==> src/rtl/core/prke_pkg.sv <==
`timescale 1ns / 1ps

package prke_pkg;

   // Round key store
   localparam int MAX_ROUND_KEYS = 32;
   localparam int STORE_AW       = $clog2(MAX_ROUND_KEYS);

   // Byte counter saturates here
   localparam logic [8:0] COUNT_MAX = 9'd511;

   // schedule_mode codes
   localparam logic [1:0] MODE_K80     = 2'd0;
   localparam logic [1:0] MODE_K128    = 2'd1;
   localparam logic [1:0] MODE_INDEP   = 2'd2;
   localparam logic [1:0] MODE_UNKNOWN = 2'd3;

   // Register indexes on the csr port
   localparam logic [1:0] CSR_MODE   = 2'd0;
   localparam logic [1:0] CSR_ROUNDS = 2'd1;
   localparam logic [1:0] CSR_SBOX   = 2'd2;

   // Reset values
   localparam logic [1:0]  MODE_RESET   = MODE_K80;
   localparam logic [4:0]  ROUNDS_RESET = 5'd31;
   localparam logic [63:0] SBOX_RESET   = 64'd2410709909328475740;

   typedef logic [127:0] key_type;

   // One S-box lookup, entry i in bits 4i+3..4i
   function automatic logic [3:0] sbox_lookup(input logic [63:0] tbl, input logic [3:0] x);
      return tbl[{x, 2'b00} +: 4];
   endfunction

   // One key schedule update: rotate, S-box on the top nibble(s), XOR in the round counter
   function automatic key_type schedule_step(input key_type k, input logic wide,
                                              input logic [4:0] ctr, input logic [63:0] tbl);
      logic [79:0]  r80;
      logic [127:0] r128;
      r80              = {k[18:0], k[79:19]};
      r80[79:76]       = sbox_lookup(tbl, r80[79:76]);
      r80[19:15]       = r80[19:15] ^ ctr;
      r128             = {k[66:0], k[127:67]};
      r128[127:124]    = sbox_lookup(tbl, r128[127:124]);
      r128[123:120]    = sbox_lookup(tbl, r128[123:120]);
      r128[66:62]      = r128[66:62] ^ ctr;
      return wide ? r128 : {48'd0, r80};
   endfunction

endpackage

==> src/rtl/core/present_round_key_expander.sv <==
`timescale 1ns / 1ps

// PRESENT round key expander.
// Key bytes arrive on the req_ channel, most significant first, one transfer per
// cycle while req_stall is low; req_final_byte marks the last byte of a key.
// In the 80-bit and 128-bit modes the bytes shift into a 128-bit key register;
// in independent mode every eight bytes form one round key held in a 32-entry store.
// After the final byte req_stall stays high until the run is delivered on rsp_:
// round_count+1 round keys, or one error result (status 1, key 0) when the byte
// count does not fit the mode. The final byte transfer moves the sequencer into its
// emit state, from which one result per cycle is registered unless a result is stalled:
// the schedule unit performs one rotate/S-box/counter update per cycle, and in
// independent mode the store's one registered read port supplies one key per cycle.
// While a valid result is held by rsp_stall, the result and the schedule state hold.
// Configuration goes through csr_write/csr_index/csr_data and takes effect at once.
// Reset (synchronous) clears the key register, byte counter and output valid and
// restores the configuration defaults; the key store is not cleared.
module present_round_key_expander
   import prke_pkg::*;
(
   input  logic        clock,
   input  logic        reset,
   input  logic        req_valid,
   output logic        req_stall,
   input  logic [7:0]  req_key_byte,
   input  logic        req_final_byte,
   output logic        rsp_valid,
   input  logic        rsp_stall,
   output logic [63:0] rsp_round_key,
   output logic [4:0]  rsp_key_index,
   output logic        rsp_status,
   output logic        rsp_end_of_keys,
   input  logic        csr_write,
   input  logic [1:0]  csr_index,
   input  logic [63:0] csr_data
);

   localparam logic ST_IDLE = 1'b0;
   localparam logic ST_EMIT = 1'b1;

   // Configuration
   logic [1:0]  mode_ff;
   logic [4:0]  rounds_ff;
   logic [63:0] sbox_ff;

   // Run state
   logic        state_ff, state_in;
   key_type     key_ff, key_in;
   logic [8:0]  count_ff, count_in;
   logic [4:0]  idx_ff, idx_in;
   logic        err_ff, err_in;

   // Key store
   logic [63:0]         store_mem [MAX_ROUND_KEYS];
   logic [63:0]         rd_ff;
   logic                store_we;
   logic [STORE_AW-1:0] store_waddr;
   logic [STORE_AW-1:0] store_raddr;
   logic [63:0]         store_wdata;
   logic [5:0]          grp_cur;
   logic [5:0]          grp_next;

   // Result register
   logic        rsp_valid_ff, rsp_valid_in;
   logic [63:0] rsp_key_ff, rsp_key_in;
   logic [4:0]  rsp_idx_ff, rsp_idx_in;
   logic        rsp_status_ff, rsp_status_in;
   logic        rsp_end_ff, rsp_end_in;

   // Helpers
   logic        req_xfer;
   logic [8:0]  count_inc;
   logic [5:0]  nkeys;
   logic [8:0]  expect_len;
   logic        len_ok;
   logic        out_free;
   logic        last_key;
   logic        emit_go;

   assign req_stall       = (state_ff != ST_IDLE);
   assign req_xfer        = req_valid && !req_stall;
   assign rsp_valid       = rsp_valid_ff;
   assign rsp_round_key   = rsp_key_ff;
   assign rsp_key_index   = rsp_idx_ff;
   assign rsp_status      = rsp_status_ff;
   assign rsp_end_of_keys = rsp_end_ff;

   // Configuration writes
   always_ff @(posedge clock) begin
      if (reset) begin
         mode_ff   <= MODE_RESET;
         rounds_ff <= ROUNDS_RESET;
         sbox_ff   <= SBOX_RESET;
      end else if (csr_write) begin
         case (csr_index)
            CSR_MODE:   mode_ff   <= csr_data[1:0];
            CSR_ROUNDS: rounds_ff <= csr_data[4:0];
            CSR_SBOX:   sbox_ff   <= csr_data;
            default:    ;
         endcase
      end
   end

   // Length check on the final byte
   always_comb begin
      count_inc = (count_ff != COUNT_MAX) ? count_ff + 9'd1 : count_ff;
      nkeys     = {1'b0, rounds_ff} + 6'd1;
      case (mode_ff)
         MODE_K80:  expect_len = 9'd10;
         MODE_K128: expect_len = 9'd16;
         default:   expect_len = {nkeys, 3'b000};
      endcase
      len_ok = (mode_ff != MODE_UNKNOWN) && (count_inc == expect_len)
               && !((mode_ff == MODE_INDEP) && (int'(nkeys) > MAX_ROUND_KEYS));
   end

   assign out_free = !rsp_valid_ff || !rsp_stall;
   assign last_key = err_ff || (idx_ff == rounds_ff);
   assign emit_go  = (state_ff == ST_EMIT) && out_free;

   // Sequencer
   always_comb begin
      state_in = state_ff;
      key_in   = key_ff;
      count_in = count_ff;
      idx_in   = idx_ff;
      err_in   = err_ff;
      case (state_ff)
         ST_IDLE: begin
            if (req_xfer) begin
               if (mode_ff != MODE_INDEP) begin
                  key_in = {key_ff[119:0], req_key_byte};
               end
               count_in = count_inc;
               if (req_final_byte) begin
                  state_in = ST_EMIT;
                  idx_in   = 5'd0;
                  err_in   = !len_ok;
                  count_in = 9'd0;
               end
            end
         end
         ST_EMIT: begin
            if (emit_go) begin
               if (last_key) begin
                  state_in = ST_IDLE;
                  key_in   = '0;
                  idx_in   = 5'd0;
               end else begin
                  idx_in = idx_ff + 5'd1;
                  key_in = schedule_step(key_ff, mode_ff == MODE_K128, idx_ff + 5'd1, sbox_ff);
               end
            end
         end
         default: state_in = ST_IDLE;
      endcase
   end

   always_ff @(posedge clock) begin
      if (reset) begin
         state_ff <= ST_IDLE;
         key_ff   <= '0;
         count_ff <= '0;
         idx_ff   <= '0;
         err_ff   <= 1'b0;
      end else begin
         state_ff <= state_in;
         key_ff   <= key_in;
         count_ff <= count_in;
         idx_ff   <= idx_in;
         err_ff   <= err_in;
      end
   end

   // Key store: byte-wise read-modify-write, registered read with write bypass
   assign grp_cur     = count_ff[8:3];
   assign grp_next    = count_in[8:3];
   assign store_we    = req_xfer && (mode_ff == MODE_INDEP)
                        && (int'(grp_cur) < MAX_ROUND_KEYS);
   assign store_waddr = STORE_AW'(grp_cur);
   assign store_wdata = {rd_ff[55:0], req_key_byte};
   assign store_raddr = (state_in == ST_EMIT) ? STORE_AW'(idx_in) : STORE_AW'(grp_next);

   always_ff @(posedge clock) begin
      if (store_we) begin
         store_mem[store_waddr] <= store_wdata;
      end
   end

   always_ff @(posedge clock) begin
      if (store_we && (store_waddr == store_raddr)) begin
         rd_ff <= store_wdata;
      end else begin
         rd_ff <= store_mem[store_raddr];
      end
   end

   // Result register
   always_comb begin
      rsp_valid_in  = rsp_valid_ff;
      rsp_key_in    = rsp_key_ff;
      rsp_idx_in    = rsp_idx_ff;
      rsp_status_in = rsp_status_ff;
      rsp_end_in    = rsp_end_ff;
      if (emit_go) begin
         rsp_valid_in  = 1'b1;
         rsp_status_in = err_ff;
         rsp_end_in    = last_key;
         rsp_idx_in    = err_ff ? 5'd0 : idx_ff;
         if (err_ff) begin
            rsp_key_in = '0;
         end else if (mode_ff == MODE_INDEP) begin
            rsp_key_in = rd_ff;
         end else if (mode_ff == MODE_K128) begin
            rsp_key_in = key_ff[127:64];
         end else begin
            rsp_key_in = key_ff[79:16];
         end
      end else if (!rsp_stall) begin
         rsp_valid_in = 1'b0;
      end
   end

   always_ff @(posedge clock) begin
      if (reset) begin
         rsp_valid_ff <= 1'b0;
      end else begin
         rsp_valid_ff <= rsp_valid_in;
      end
   end

   always_ff @(posedge clock) begin
      rsp_key_ff    <= rsp_key_in;
      rsp_idx_ff    <= rsp_idx_in;
      rsp_status_ff <= rsp_status_in;
      rsp_end_ff    <= rsp_end_in;
   end

`ifndef ASSERT_OFF
   // An error result carries a zero key and closes the run
   a_err_shape: assert property (@(posedge clock) disable iff (reset)
      (rsp_valid_ff && rsp_status_ff) |-> (rsp_end_ff && (rsp_key_ff == 64'd0)))
      else $error("error result malformed");

   // The key index never runs past the round count
   a_idx_range: assert property (@(posedge clock) disable iff (reset)
      (state_ff == ST_EMIT && !err_ff) |-> (idx_ff <= rounds_ff))
      else $error("key index beyond round count");

   // A stalled result holds until it is taken
   a_rsp_hold: assert property (@(posedge clock) disable iff (reset)
      (rsp_valid_ff && rsp_stall) |=> (rsp_valid_ff && $stable(rsp_key_ff)
                                       && $stable(rsp_idx_ff) && $stable(rsp_end_ff)))
      else $error("stalled result changed");

   // Leaving the emit phase leaves a clean key register and counter
   a_run_cleared: assert property (@(posedge clock) disable iff (reset)
      (state_ff == ST_EMIT && state_in == ST_IDLE) |=> (count_ff == 9'd0 && key_ff == '0))
      else $error("run state not cleared");
`endif

endmodule

==> config.mk <==
export PLATFORM = sky130hd
export DESIGN_NAME = present_round_key_expander
export DESIGN_NICKNAME = d
export VERILOG_FILES = /design/src/rtl/core/prke_pkg.sv /design/src/rtl/core/present_round_key_expander.sv
export SDC_FILE = /design/constraint.sdc
export NUM_CORES = 2
export LEC_CHECK = 0
export BUFFER_PORTS_ARGS = -buffer_cell sky130_fd_sc_hd__buf_2
export CORE_MARGIN = 5
export CORE_UTILIZATION = 35
export CTS_BUF_LIST = sky130_fd_sc_hd__clkbuf_2
export DETAILED_ROUTE_END_ITERATION = 12
export PLACE_DENSITY = 0.48
export SETUP_SLACK_MARGIN = 0.5
export SLEW_MARGIN = 20
export SYNTH_ARGS = -nofsm -noshare
export SYNTH_HDL_FRONTEND = slang
export SYNTH_SLANG_ARGS = --single-unit
==> constraint.sdc <==
create_clock -name clock -period 11.3 [get_ports clock]
set_clock_uncertainty 0.05 [all_clocks]
set_input_delay 0.565 -clock clock [delete_from_list [all_inputs] [get_ports clock]]
set_output_delay 0.565 -clock clock [all_outputs]
set_load 0.02 [all_outputs]
==> results.cfg <==
[power_and_ir_drop]
power_switching_mw = 4.494
combPwrFrac_pct = 8.1
power_density_mw_per_mm2 = 159.2
internal_power_mw = 12.55
p_leak_nw = 33.64
p_total_mw = 17.04
p_sw_share_pct = 26.37
pwr-share-clk_pct = 34.8
power_frac_seq_pct = 57.1
peakVddDrop_mv = 0.07972

[timing]
worst_pin_slew_ns = 1.146
setup_viol = 0
hold_viol_final = 0
max_freq_ghz = 0.1932
tns_ns = 0
rsz0062_at_grt = no
finalCritPeriodShare_pct = 45.81
max_slew_margin_pct = 23.61
setup_ws_ns = 6.124
min_period_ns = 5.176
finalMaxSlewViolations = 0

[detailed_routing]
routed_wl_um = 305600
drc = 0
drtIter0Drc = 5440
first_pass_iters = 6
wl_per_cell_um = 31.70
vias = 53290
via_per_inst = 5.527
ant_nets = 0

[yosys]
ys.flop_type = edfxtp_1
synth.net_count = 4855
synth-seq-cells = 2340
yosysSeqAreaShare_pct = 73.32
syn-instance-count = 4772
syn_avg_cell_area_um2 = 19.45
ys_warn_count = 0
synth_async_sr_flop_share_pct = 0
syn-cell-area_mm2 = 0.09282
synth_edf_count = 2119
yosysUniqueCellTypes = 55

[global_route]
grt_max_degree = 112
met3_usage_pct = 4.016
grt_busiest_layer = met2
track_usage_pct = 21.68
grt_pass1_vias = 55060
gr-usage-met1_pct = 30.22
grt_pass1_wl_um = 427300
overflow = 0
antenna_found_initial = 9
met2_usage_pct = 34.69

[placement]
port-buffer-count = 152
pre_cts_ws_ns = 6.136
gp_congestion = 0.8031
hpwl_um = 157300
place_area_mm2 = 0.09835

[cts]
ctsHoldBuffers = 300
cts_tree = yes
post_cts_buffers = 0
clockRootBuffer = clkbuf_2
htreeDepth = 6
cts_resized = 0
insertion_delay_ns = 1.85
numCtsBuffers = 609
cts_buffer_depth = 4
clk_pin_slew_worst_paths_ns = 0.10
clock_sinks = 2340

[floorplan]
die_h_um = 525.0
rows = 189
die_x_um = 525.0
io_pins = 153
dieArea_mm2 = 0.2756
initial_utilization_pct = 35.08
core_area_mm2 = 0.2646

[setup_path]
cp_max_fo = 29
path_cells = nand2b_1, nor3_1, nand3b_1, nor2_4, buf_4, buf_4
cpMostUsedCell = buf_4
crit_path_end_kind = register
reg2reg_slack_ns = 6.12
slowest_delay_ns = 1.01
critPathLaunchType = register
cp_data_required_time_ns = 12.59
worstSetupPathType = register to register
crit_slowest_cell = nor2_4
arrival_ns = 6.47

[cells_and_area]
drive_gt1_share_pct = 33.58
fin_area_mm2 = 0.1071
fin_nets = 5729
layout_commonest_cell = edfxtp_1
final_cell_mix = edfxtp_1 (2,119), clkbuf_2 (859), mux4_2 (628)
area_growth_pct = 15.35

[hold_path]
min_path_type = primary input to register

[run]
maxCapViolations = 0

[outcome]
status = completed
-- registers in the layout, summed over array words and instances (netlist names), named ones only --
name             count
idx_ff               5
err_ff               1
rounds_ff            5
mode_ff              2
rsp_valid            1
rsp_key_index        5
count_ff             9
key_ff             128
store_mem         2048
rsp_status           1
rsp_round_key       64
rsp_end_of_keys      1
req_stall            1
sbox_ff             64
-- worst max-delay path: cells and delay by family, from the launching register on --
family | cells | cell delay (ns)
AND/OR/NAND/NOR | 4 | 2.76
buffers and inverters | 2 | 1.37
flip-flops | 1 | 0.41
-- cell usage after synthesis (38+ instances only) --
master    count  share of area (%)
a211oi_1     78               0.63
a21oi_1     108               0.58
a221oi_1     97               0.92
a22oi_1      72               0.58
buf_1        38               0.15
buf_2        46               0.25
clkbuf_1    210               0.85
dfxtp_1     221                4.8
edfxtp_1   2119                 69
mux2_2      101                1.2
mux2i_1      92               0.99
mux4_2      628                 15
nand2_1     301                1.2
nand3b_1     38               0.31
nor2_1      219               0.89
nor3_1       81               0.44
o21ai_0      46               0.25
-- worst paths after layout --
path,start,endpoint,cells after the start
worst max-delay path,req_stall,store_mem[6][32],6
worst min register to register,sbox_ff[23],sbox_ff[23],2
worst min-delay path,csr_index[0],sbox_ff[0],5
worst max register to register,req_stall,store_mem[6][32],6
-- metrics by stage --
step	cells	hold slack (ns)	utilization [%]
6_report	9642	0.1122	40.46
5_1_grt	9641	-0.01000	40.46
4_1_cts	9631	0.01539	40.43
3_5_place_dp	8265	0.4282	37.17
3_3_place_gp	8260	0.4196	37.14
2_1_floorplan	4772	0.3564	-
-- power by group through the flow --
| stage | logic, mW | registers, mW | clock network (mW) |
|---|---|---|---|
| finish | 1.38 | 9.73 | 5.94 |
| global route | 1.48 | 9.74 | 6.62 |
| CTS | 1.38 | 9.73 | 6.14 |
| detailed placement | 1.31 | 9.92 | 0 |
| global placement | 1.29 | 9.92 | 0 |
| floorplan | 0.926 | 9.84 | 0 |
-- per-layer routing --
| layer | share of wire (%) | up-vias |
|---|---|---|
| li1 | - | 21890 |
| met1 | 43 | 28670 |
| met2 | 48 | 2313 |
| met3 | 6.6 | 420 |
| met4 | 2.8 | 2 |
| met5 | 0.0043 | - |
-- layout make-up --
cell class              instances  area [µm²]
clock buffers                 859        4299
flip-flops and latches       2340       68080
repair buffers                597        5131
clock inverters               207        1256
multi-input cells            2088       23810
diodes                          8       20.02
inverters                      10       45.04
well taps                    3533        4420
fillers                     23920      157600
-- kinds of logic (layout without fill, tap and decap cells) --
logic type / count (synthesis) / after routing / synth area share, %
AO/OA/AOI/OAI: 530 / 530 / 3.973
XOR/XNOR: 28 / 28 / 0.2642
adder cells (fa/ha/maj): 3 / 3 / 0.04044
buffers and inverters: 344 / 1673 / 1.636
flip-flops: 2340 / 2340 / 73.32
multiplexers: 821 / 821 / 17.46
other: 0 / 8 / 0
AND/OR/NAND/NOR: 706 / 706 / 3.309
Power figures use the tool's default switching activity.
